===== src/rtl/bld_pkg.sv =====
// Package of the line deframer: byte codes, defaults and controller states.
`default_nettype none
package bld_pkg;

	localparam int LINE_BYTES_DEF = 64;

	localparam logic [7:0] NEWLINE_BYTE = 8'h0A;
	localparam logic [7:0] CR_BYTE      = 8'h0D;

	typedef enum logic [1:0] {
		ST_IDLE,
		ST_READ,
		ST_LOAD
	} state_t;

endpackage
`default_nettype wire


===== src/rtl/bounded_line_deframer_unit.sv =====
// Bounded line deframer: top level joining the controller and the line store.
// Cuts a byte stream into newline-terminated lines of at most MAX_LINE_BYTES
// bytes. A data byte is written to the line store unless the line is already
// full. A newline ends the line, and an accepted line is then replayed from
// the store byte by byte (store read, then output register load); a load
// waits while the output stalls. Input is not taken while a line is being
// replayed; the last byte of a line may still wait in the output register
// while new bytes are taken. Overflowed lines are dropped at their newline,
// one trailing CR is stripped, and empty lines produce no output. No clearing
// pass after reset.
`default_nettype none
module bounded_line_deframer_unit #(
	parameter int MAX_LINE_BYTES = bld_pkg::LINE_BYTES_DEF
) (
	input  wire logic       clk,
	input  wire logic       arst_n,
	input  wire logic       in_valid,
	output logic            in_ready,
	input  wire logic [7:0] in_byte,
	output logic            out_valid,
	input  wire logic       out_ready,
	output logic      [7:0] line_byte,
	output logic            end_of_line
);

	localparam int AW = $clog2(MAX_LINE_BYTES);

	logic          ram_we;
	logic [AW-1:0] ram_waddr;
	logic [7:0]    ram_wdata;
	logic          ram_re;
	logic [AW-1:0] ram_raddr;
	logic [7:0]    ram_rdata;

	bld_ctrl #(
		.MAX_LINE_BYTES(MAX_LINE_BYTES)
	) u_ctrl (
		.clk        (clk),
		.arst_n     (arst_n),
		.in_valid   (in_valid),
		.in_ready   (in_ready),
		.in_byte    (in_byte),
		.out_valid  (out_valid),
		.out_ready  (out_ready),
		.line_byte  (line_byte),
		.end_of_line(end_of_line),
		.ram_we     (ram_we),
		.ram_waddr  (ram_waddr),
		.ram_wdata  (ram_wdata),
		.ram_re     (ram_re),
		.ram_raddr  (ram_raddr),
		.ram_rdata  (ram_rdata)
	);

	bld_ram #(
		.WIDTH(8),
		.DEPTH(MAX_LINE_BYTES)
	) u_store (
		.clk  (clk),
		.we   (ram_we),
		.waddr(ram_waddr),
		.wdata(ram_wdata),
		.re   (ram_re),
		.raddr(ram_raddr),
		.rdata(ram_rdata)
	);

endmodule
`default_nettype wire


===== src/rtl/bld_ram.sv =====
// Generic single-write, single-read RAM with registered read data.
`default_nettype none
module bld_ram #(
	parameter int WIDTH = 8,
	parameter int DEPTH = bld_pkg::LINE_BYTES_DEF,
	localparam int AW = (DEPTH > 1) ? $clog2(DEPTH) : 1
) (
	input  wire logic             clk,
	input  wire logic             we,
	input  wire logic [AW-1:0]    waddr,
	input  wire logic [WIDTH-1:0] wdata,
	input  wire logic             re,
	input  wire logic [AW-1:0]    raddr,
	output logic      [WIDTH-1:0] rdata
);

	logic [WIDTH-1:0] mem_q [DEPTH];

	always_ff @(posedge clk) begin
		if (we) begin
			mem_q[waddr] <= wdata;
		end
		if (re) begin
			rdata <= mem_q[raddr];
		end
	end

endmodule
`default_nettype wire


===== src/rtl/bld_ctrl.sv =====
// Line deframer controller: byte append, newline handling, replay and output register.
`default_nettype none
module bld_ctrl #(
	parameter int MAX_LINE_BYTES = bld_pkg::LINE_BYTES_DEF,
	localparam int AW = $clog2(MAX_LINE_BYTES),
	localparam int LW = $clog2(MAX_LINE_BYTES + 1)
) (
	input  wire logic          clk,
	input  wire logic          arst_n,
	input  wire logic          in_valid,
	output logic               in_ready,
	input  wire logic [7:0]    in_byte,
	output logic               out_valid,
	input  wire logic          out_ready,
	output logic      [7:0]    line_byte,
	output logic               end_of_line,
	output logic               ram_we,
	output logic      [AW-1:0] ram_waddr,
	output logic      [7:0]    ram_wdata,
	output logic               ram_re,
	output logic      [AW-1:0] ram_raddr,
	input  wire logic [7:0]    ram_rdata
);

	bld_pkg::state_t state_q, state_d;

	logic [LW-1:0] len_q;
	logic          ovf_q;
	logic          last_cr_q;
	logic [AW-1:0] k_q;
	logic [LW-1:0] emit_len_q;
	logic          out_valid_q;
	logic [7:0]    line_byte_q;
	logic          eol_q;

	logic          in_acc;
	logic          is_nl;
	logic          at_limit;
	logic          out_free;
	logic [LW-1:0] eff_len;
	logic          is_last;
	logic          load;

	always_comb begin
		in_acc   = in_valid && in_ready;
		is_nl    = (in_byte == bld_pkg::NEWLINE_BYTE);
		at_limit = (len_q >= LW'(MAX_LINE_BYTES));
		out_free = !out_valid_q || out_ready;
		// one trailing CR comes off
		eff_len  = len_q - LW'(last_cr_q && (len_q != '0));
		is_last  = ((LW'(k_q) + LW'(1)) == emit_len_q);
	end

	always_ff @(posedge clk or negedge arst_n) begin
		if (!arst_n) begin
			state_q <= bld_pkg::ST_IDLE;
		end else begin
			state_q <= state_d;
		end
	end

	always_comb begin
		state_d   = state_q;
		in_ready  = 1'b0;
		ram_re    = 1'b0;
		load      = 1'b0;
		unique case (state_q)
			bld_pkg::ST_IDLE: begin
				in_ready = 1'b1;
				if (in_valid && is_nl && !ovf_q && (eff_len != '0)) begin
					state_d = bld_pkg::ST_READ;
				end
			end
			bld_pkg::ST_READ: begin
				ram_re  = 1'b1;
				state_d = bld_pkg::ST_LOAD;
			end
			bld_pkg::ST_LOAD: begin
				if (out_free) begin
					load    = 1'b1;
					state_d = is_last ? bld_pkg::ST_IDLE : bld_pkg::ST_READ;
				end
			end
			default: begin
				state_d = bld_pkg::ST_IDLE;
			end
		endcase
	end

	assign ram_we    = in_acc && !is_nl && !at_limit;
	assign ram_waddr = len_q[AW-1:0];
	assign ram_wdata = in_byte;
	assign ram_raddr = k_q;

	always_ff @(posedge clk or negedge arst_n) begin
		if (!arst_n) begin
			len_q       <= '0;
			ovf_q       <= 1'b0;
			last_cr_q   <= 1'b0;
			k_q         <= '0;
			emit_len_q  <= '0;
			out_valid_q <= 1'b0;
		end else begin
			if (in_acc) begin
				if (is_nl) begin
					len_q      <= '0;
					ovf_q      <= 1'b0;
					emit_len_q <= eff_len;
					k_q        <= '0;
				end else if (at_limit) begin
					// overflow: drop what is held, keep filling from the start
					ovf_q <= 1'b1;
					len_q <= '0;
				end else begin
					len_q     <= len_q + LW'(1);
					last_cr_q <= (in_byte == bld_pkg::CR_BYTE);
				end
			end
			if (load) begin
				k_q         <= k_q + AW'(1);
				out_valid_q <= 1'b1;
			end else if (out_ready) begin
				out_valid_q <= 1'b0;
			end
		end
	end

	always_ff @(posedge clk) begin
		if (load) begin
			line_byte_q <= ram_rdata;
			eol_q       <= is_last;
		end
	end

	assign out_valid   = out_valid_q;
	assign line_byte   = line_byte_q;
	assign end_of_line = eol_q;

endmodule
`default_nettype wire


===== config.mk =====
export PLATFORM = sky130hd
export DESIGN_NAME = bounded_line_deframer_unit
export DESIGN_NICKNAME = d
export VERILOG_FILES = /design/src/rtl/bld_pkg.sv /design/src/rtl/bounded_line_deframer_unit.sv /design/src/rtl/bld_ram.sv /design/src/rtl/bld_ctrl.sv
export SDC_FILE = /design/constraint.sdc
export NUM_CORES = 1
export LEC_CHECK = 0
export BUFFER_PORTS_ARGS = -buffer_cell sky130_fd_sc_hd__buf_4
export CAP_MARGIN = 20
export CORE_ASPECT_RATIO = 0.9
export CORE_MARGIN = 3
export CORE_UTILIZATION = 34
export DETAILED_ROUTE_END_ITERATION = 10
export GPL_TIMING_DRIVEN = 0
export SLEW_MARGIN = 20
export SYNTH_ARGS = -nofsm -noshare
export SYNTH_HDL_FRONTEND = slang
export SYNTH_SLANG_ARGS = --single-unit
export TNS_END_PERCENT = 10

===== constraint.sdc =====
create_clock -name clk -period 2.35 [get_ports clk]
set_input_delay 0.47 -clock clk [delete_from_list [all_inputs] [get_ports clk]]
set_output_delay 0.47 -clock clk [all_outputs]
set_load 0.05 [all_outputs]

======== Word level (Yosys, flattened, before mapping) ========
Memories as Yosys holds them, arrays and structs flattened. A register that Yosys moved wholly into a read port is not among the register bits.
Cells that the tools add are included.
cells by class
  mux-type cells .......................... 19
  eq/ne operators ......................... 7
  bitwise operators ....................... 2
  reductions and logical operators ........ 24
  add/subtract/negate cells ............... 4
  multipliers ............................. 0
  shift-type cells ........................ 0
  magnitude comparators ................... 1
  divide/modulo/power cells ............... 0
operators with widths
  operator                                                                  number
  6-bit 2-to-1 mux                                                          3
  8-bit by 4-bit == test with 1-bit output (second input constant)          2
  7-bit 2-to-1 mux                                                          2
  7-bit nonzero test                                                        2
  1-bit 2-to-1 mux                                                          11
  2-bit AND reduction                                                       4
  2-bit nonzero test                                                        4
  6-bit by 1-bit adder with 7-bit output (second input constant)            1
  7-bit by 1-bit adder with 7-bit output (second input constant)            1
  7-bit == test                                                             1
  7-bit >= comparator (second input constant)                               1
  1-bit logical AND                                                         7
  7-bit by 1-bit subtractor with 7-bit output                               1
  6-bit by 1-bit adder with 6-bit output (second input constant)            1
  2-bit case mux with 3 select lines                                        1
  1-bit logical NOT                                                         4
  2-bit 2-to-1 mux                                                          2
  2-bit by 1-bit inequality test with 1-bit output (second input constant)  2
  3-bit AND reduction                                                       1
  2-bit by 1-bit == test with 1-bit output (second input constant)          1
  2-bit == test (second input constant)                                     1
  2-bit logical NOT                                                         1
  1-bit inverter                                                            2
  1-bit logical OR                                                          1
storage, ports and cells
  output and inout port bits .............. 11
  logic and storage cells ................. 67
  RAM bits ................................ 512
  bits in latches ......................... 0
  memory bits (read-only) ................. 0
  memories ................................ 1
  register bits after elaboration ......... 34
memories
  name           depth  width  read ports  clocked after memory_dff  write ports  line           RTL
  u_store.mem_q  64     8      1           1                         1            bld_ram.sv:17  logic [WIDTH-1:0] mem_q [DEPTH];

======== Logic depth before layout (Yosys ltp) ========
  depth after elaboration ................. 7
  gate-level depth with buffers ........... 9
  gate-level depth less buffers ........... 8

======== Modules after synthesis ========
From an unflattened synthesis, not the netlist that was laid out.
second synthesis, totals
  cell total of the unflattened synthesis .. 1123
  area total of the unflattened synthesis .. 22064.9 µm²
modules (own cells, without submodules)
  module    cells each  area an instance (µm²)  seq. area each (µm²)  times used
  bld_ram   940         20246.9                 15615.0               1
  bld_ctrl  183         1818.0                  895.9                 1

======== Worst setup path before layout ========
No wires, ideal clock.
  path kind ............................... input port to flip-flop
  from .................................... input port in_valid
  to ...................................... memory u_store.mem_q[0][0] (enable)
  path slack .............................. -0.155 ns
  library setup time ...................... 0.383 ns
  arrival time ............................ 2.121 ns
  cell stages on the path ................. 5
  path through ............................ or3b_4 -> a311o_1 -> nor2_4 -> nand2_1 -> nor3_1
on the way
  cells in the longest elaborated chain, start to end .. 5
RTL lines
  item                                    line                              RTL
  start, declared                         bounded_line_deframer_unit.sv:17  input wire logic in_valid,
  1-bit logical AND                       bld_ctrl.sv:45                    in_acc = in_valid && in_ready;
  1-bit logical AND (2 in series)         bld_ctrl.sv:90                    assign ram_we = in_acc && !is_nl && !at_limit;
  1-bit 2-to-1 mux                        bld_ram.sv:20                     if (we) begin
  1-bit 2-to-1 mux (not written as such)  bld_ram.sv:21                     mem_q[waddr] <= wdata;
  end, declared                           bld_ram.sv:17
Every way passes these cells.

==> flow_metrics.env <==
export IMPL_critical_path_top_delay_family="compound AO/OA/AOI/OAI gates"
export IMPL_comb_power_share_pct=31.7
export IMPL_dp_final_hpwl_um=32700
export IMPL_register_clock_pin_slew_on_the_reported_worst_setup_and_hold_paths_ns=0.06
export IMPL_yosys_area_top_type_share_pct=73.1
export IMPL_critical_path_cell_chain="buf_6 > buf_12 > buf_16 > buf_12 > mux2i_2 > a22oi_1 > a21oi_2 > nor4_4 > a22o_1"
export IMPL_synth_top_cells_by_area="edfxtp_1 (73%), mux4_2 (10%), dfrtp_1 (2.9%)"
export IMPL_pwr_share_clk_pct=29.9
export IMPL_finalWorstSetupSlack_ns=-0.0536
export IMPL_vias_in_the_first_global_route=11600
export IMPL_cts_htree_levels=2
export IMPL_gpl_final_weighted_congestion=0.898
export IMPL_final_util_pct=42.8
export IMPL_post_synthesis_instance_area_um2=21700
export IMPL_worstSkewPairLatency_ns=0.60
export IMPL_critPathKind="register to register"
export IMPL_number_of_fill_cells_in_the_layout=5477
export IMPL_violations="negative setup slack"
export IMPL_synth_seq_area_share_pct=76.0
export IMPL_transition_at_the_pin_with_the_smallest_max_transition_slack_ns=0.804
export IMPL_most_numerous_cell_types_in_the_synthesized_netlist="edfxtp_1 (529), mux4_2 (100), nor2_1 (80), mux2i_1 (62), nand2_1 (45)"
export IMPL_layout_drive_gt1_share_pct=34.9
export IMPL_period_share_pct=102
export IMPL_static_leakage_power_nw=8.45
export IMPL_cp_start_kind="register"
export IMPL_internal_power_mw=20.7
export IMPL_post_route_drc_count=0
export IMPL_first_pass_grt_wire_length_um=78700
export IMPL_crit_reg2reg_launch="u_ctrl.ram_raddr[0]"
export IMPL_timing_critical_path_arrival_ns=2.73
export IMPL_busiest_layer="met2"
export IMPL_worst_slew_margin_rel_pct=46.2
export IMPL_synth_area_per_cell_um2=19.2
export IMPL_vias_per_cell=5.32
export IMPL_final_hold_violation_count=0
export IMPL_top_count_cell_post_synth="edfxtp_1"
export IMPL_grt_start_max_net_pins=69
export IMPL_final_max_slew_viol_count=0
export IMPL_met3_usage_pct=4.76
export IMPL_design_final_nets=1290
export IMPL_initial_core_util_pct=34.5
export IMPL_first_pass_iters=5
export IMPL_antenna_left=0
export IMPL_postSynthNetCount=1147
export IMPL_power_per_cell_area_nw_per_um2=1120
export IMPL_seqPwrFrac_pct=38.3
export IMPL_power_switching_mw=9.57
export IMPL_critical_path_max_stage_delay_ns=0.37
export IMPL_top_level_ports=23
export IMPL_max_freq_mhz=416
export IMPL_design_die_area_um2=67000
export IMPL_tritoncts_clock_tree="yes"
export IMPL_timing_critical_path_fanout_max=10
export IMPL_core_area_um2=62900
export IMPL_overflow=0
export IMPL_antenna_found_initial=2
export IMPL_yosysUniqueCellTypes=50
export IMPL_die_height_um=246
export IMPL_run_status="finished with violations"
export IMPL_total_chip_power_mw=30.3
export IMPL_timing_final_setup_violations=16
export IMPL_wl_um=54100
export IMPL_levels_on_crit_path=9
export IMPL_swShare_pct=31.6
export IMPL_detailroute_via_count=11500
export IMPL_syn_inst=1129
export IMPL_detail_route_wl_per_cell_um=25.0
export IMPL_regToRegEndpoint="u_store.rdata[4]"
export IMPL_max_cap_viols=0
export IMPL_use_met2_pct=23.9
export IMPL_synthDominantAreaCellType="edfxtp_1"
export IMPL_synth_edff_count=529
export IMPL_grt_use_total_pct=16.0
export IMPL_combined_buffer_and_inverter_count_along_the_critical_path=4
export IMPL_die_w_um=272
export IMPL_row_count=87
export IMPL_worst_r2r_cell_count=9
export IMPL_clock_sink_count=554
export IMPL_ctsLongestPathBuffers=3
export IMPL_ff_to_ff_setup_slack_ns=-0.05
export IMPL_count_of_warnings_emitted_by_yosys=0
export IMPL_met1_usage_in_global_routing_pct=22.4
export IMPL_critical_path_endpoint="u_store.rdata[4]"
export IMPL_synth_async_sr_flop_share_pct=4.51
export IMPL_critical_path_slowest_cell="a21oi_2"
export IMPL_critical_path_most_common_cell="buf_12"
export IMPL_buffer_cell_driving_the_clock_tree_root="clkbuf_16"
export IMPL_critical_path_endpoint_type="register"
export IMPL_postSynthRegisterBits=554
export IMPL_worst_hold_slack_ns=0.200
export IMPL_crit_required_ns=2.68
export IMPL_hold_class="input port to register"
export IMPL_post_dp_cell_area_um2=23000
export IMPL_post_route_min_period_ns=2.40
export IMPL_vdd_ir_drop_max_uv=564
export IMPL_postLayoutCellArea_um2=26900
export IMPL_initialDrtViolationCount=1367
export IMPL_syn_to_final_growth_pct=23.9
export IMPL_yosys_most_used_dff="edfxtp_1"
export IMPL_unrepaired_setup_endpoints_after_global_routing="true"
export IMPL_setup_worst_path_start="u_ctrl.ram_raddr[0]"
export IMPL_finalSetupTns_ns=-0.185
export IMPL_io_buffer_count=22
export IMPL_cts_inserted_buffers=56
export IMPL_timing_clock_skew_ns=0.0176
-- placed cells by master (no fill, tap or decap), drive strengths merged, types with 2 or more instances in the layout --
cell type	n
inv	4
nand3	9
o31ai	3
nor3	11
nor2b	6
clkinvlp	4
and2	4
or4	2
nand2	45
a211oi	2
xor2	5
ha	6
dfrtp	25
nor4	8
a31oi	3
or3	2
xnor2	9
a221oi	5
a21oi	11
and3	3
nor2	82
a311o	2
clkbuf	90
o21ai	24
bufinv	9
nor3b	3
nand2b	9
mux2i	62
buf	122
a22oi	25
or3b	3
clkinv	18
a22o	7
edfxtp	529
nand3b	5
nand4	5
mux4	100
o22ai	44
-- cells by family after synthesis --
family / Yosys count / share of synthesized area (%)
AO/OA/AOI/OAI: 131 / 3.97
XOR/XNOR: 14 / 0.564
adder cells (fa/ha/maj): 6 / 0.345
buffers and inverters: 63 / 1.54
flip-flops: 554 / 76.0
multiplexers: 163 / 13.3
AND/OR/NAND/NOR: 198 / 4.32
-- registers in the layout, summed over array words and instances (netlist names) --
| name | cells |
|---|---|
| u_ctrl.state_q | 2 |
| u_ctrl.out_valid | 1 |
| u_store.rdata | 8 |
| u_ctrl.last_cr_q | 1 |
| u_ctrl.end_of_line | 1 |
| u_ctrl.line_byte | 8 |
| u_ctrl.len_q | 7 |
| u_ctrl.ram_raddr | 6 |
| u_ctrl.emit_len_q | 7 |
| u_store.mem_q | 512 |
| u_ctrl.ovf_q | 1 |
-- timing repair --
action,4_1_cts,5_1_grt
setup buffers,53,15
hold buffers,1,0
gates resized for setup,252,56
endpoints found under the setup margin,510,514
endpoints found under the hold margin,25,0
pin swaps,58,20
-- layer usage --
layer  routed length [µm]  up-vias
li1                     -     4915
met1                23100     5995
met2                24300      483
met3                 5010      106
met4                 1730        0
met5                    0        -
-- cell type report --
cell class	count	area (µm²)	area share, %
well taps	845	1060	3.93
inverters	5	22.5	0.0837
clock buffers	70	1480	5.48
flip-flops and latches	554	16500	61.3
clock inverters	30	373	1.38
diodes	1	2.50	0.00929
repair buffers	91	1120	4.16
multi-input cells	512	5840	21.7
plain buffers	52	513	1.91
-- worst register-to-register path: cells and delay by family, from the launching register on --
kind / cells / cell delay, ns
compound gates: 3 / 0.76
flops: 1 / 0.36
simple gates: 1 / 0.11
mux: 1 / 0.23
buf+inv: 4 / 0.69
-- worst min path at each step --
stage                   start                    to  slack, ns  depth (start not counted)
finish              out_ready      u_ctrl.out_valid       0.20                          3
global placement       arst_n      u_ctrl.out_valid       0.40                          1
CTS                 out_ready      u_ctrl.out_valid       0.17                          3
detailed placement     arst_n      u_ctrl.out_valid       0.40                          1
global route        out_ready      u_ctrl.out_valid       0.22                          3
floorplan              arst_n  u_ctrl.emit_len_q[0]       0.17                          0
-- through the flow --
| step | setup WS [ns] | std cells |
|---|---|---|
| after floorplan | -0.151 | 1129 |
| after global placement | -1.35 | 1996 |
| after detailed placement | -1.45 | 1996 |
| after CTS | -0.0786 | 2148 |
| after global routing | -0.105 | 2159 |
| final | -0.0536 | 2160 |
-- power by group through the flow --
stage,Clock (mW),Combinational (mW),Sequential (mW)
finish,9.06,9.61,11.6
global route,9.65,10.1,11.6
CTS,9.21,8.91,11.6
detailed placement,0,7.54,11.8
global placement,0,7.51,11.7
floorplan,0,4.77,11.8
Power figures use the tool's default switching activity.
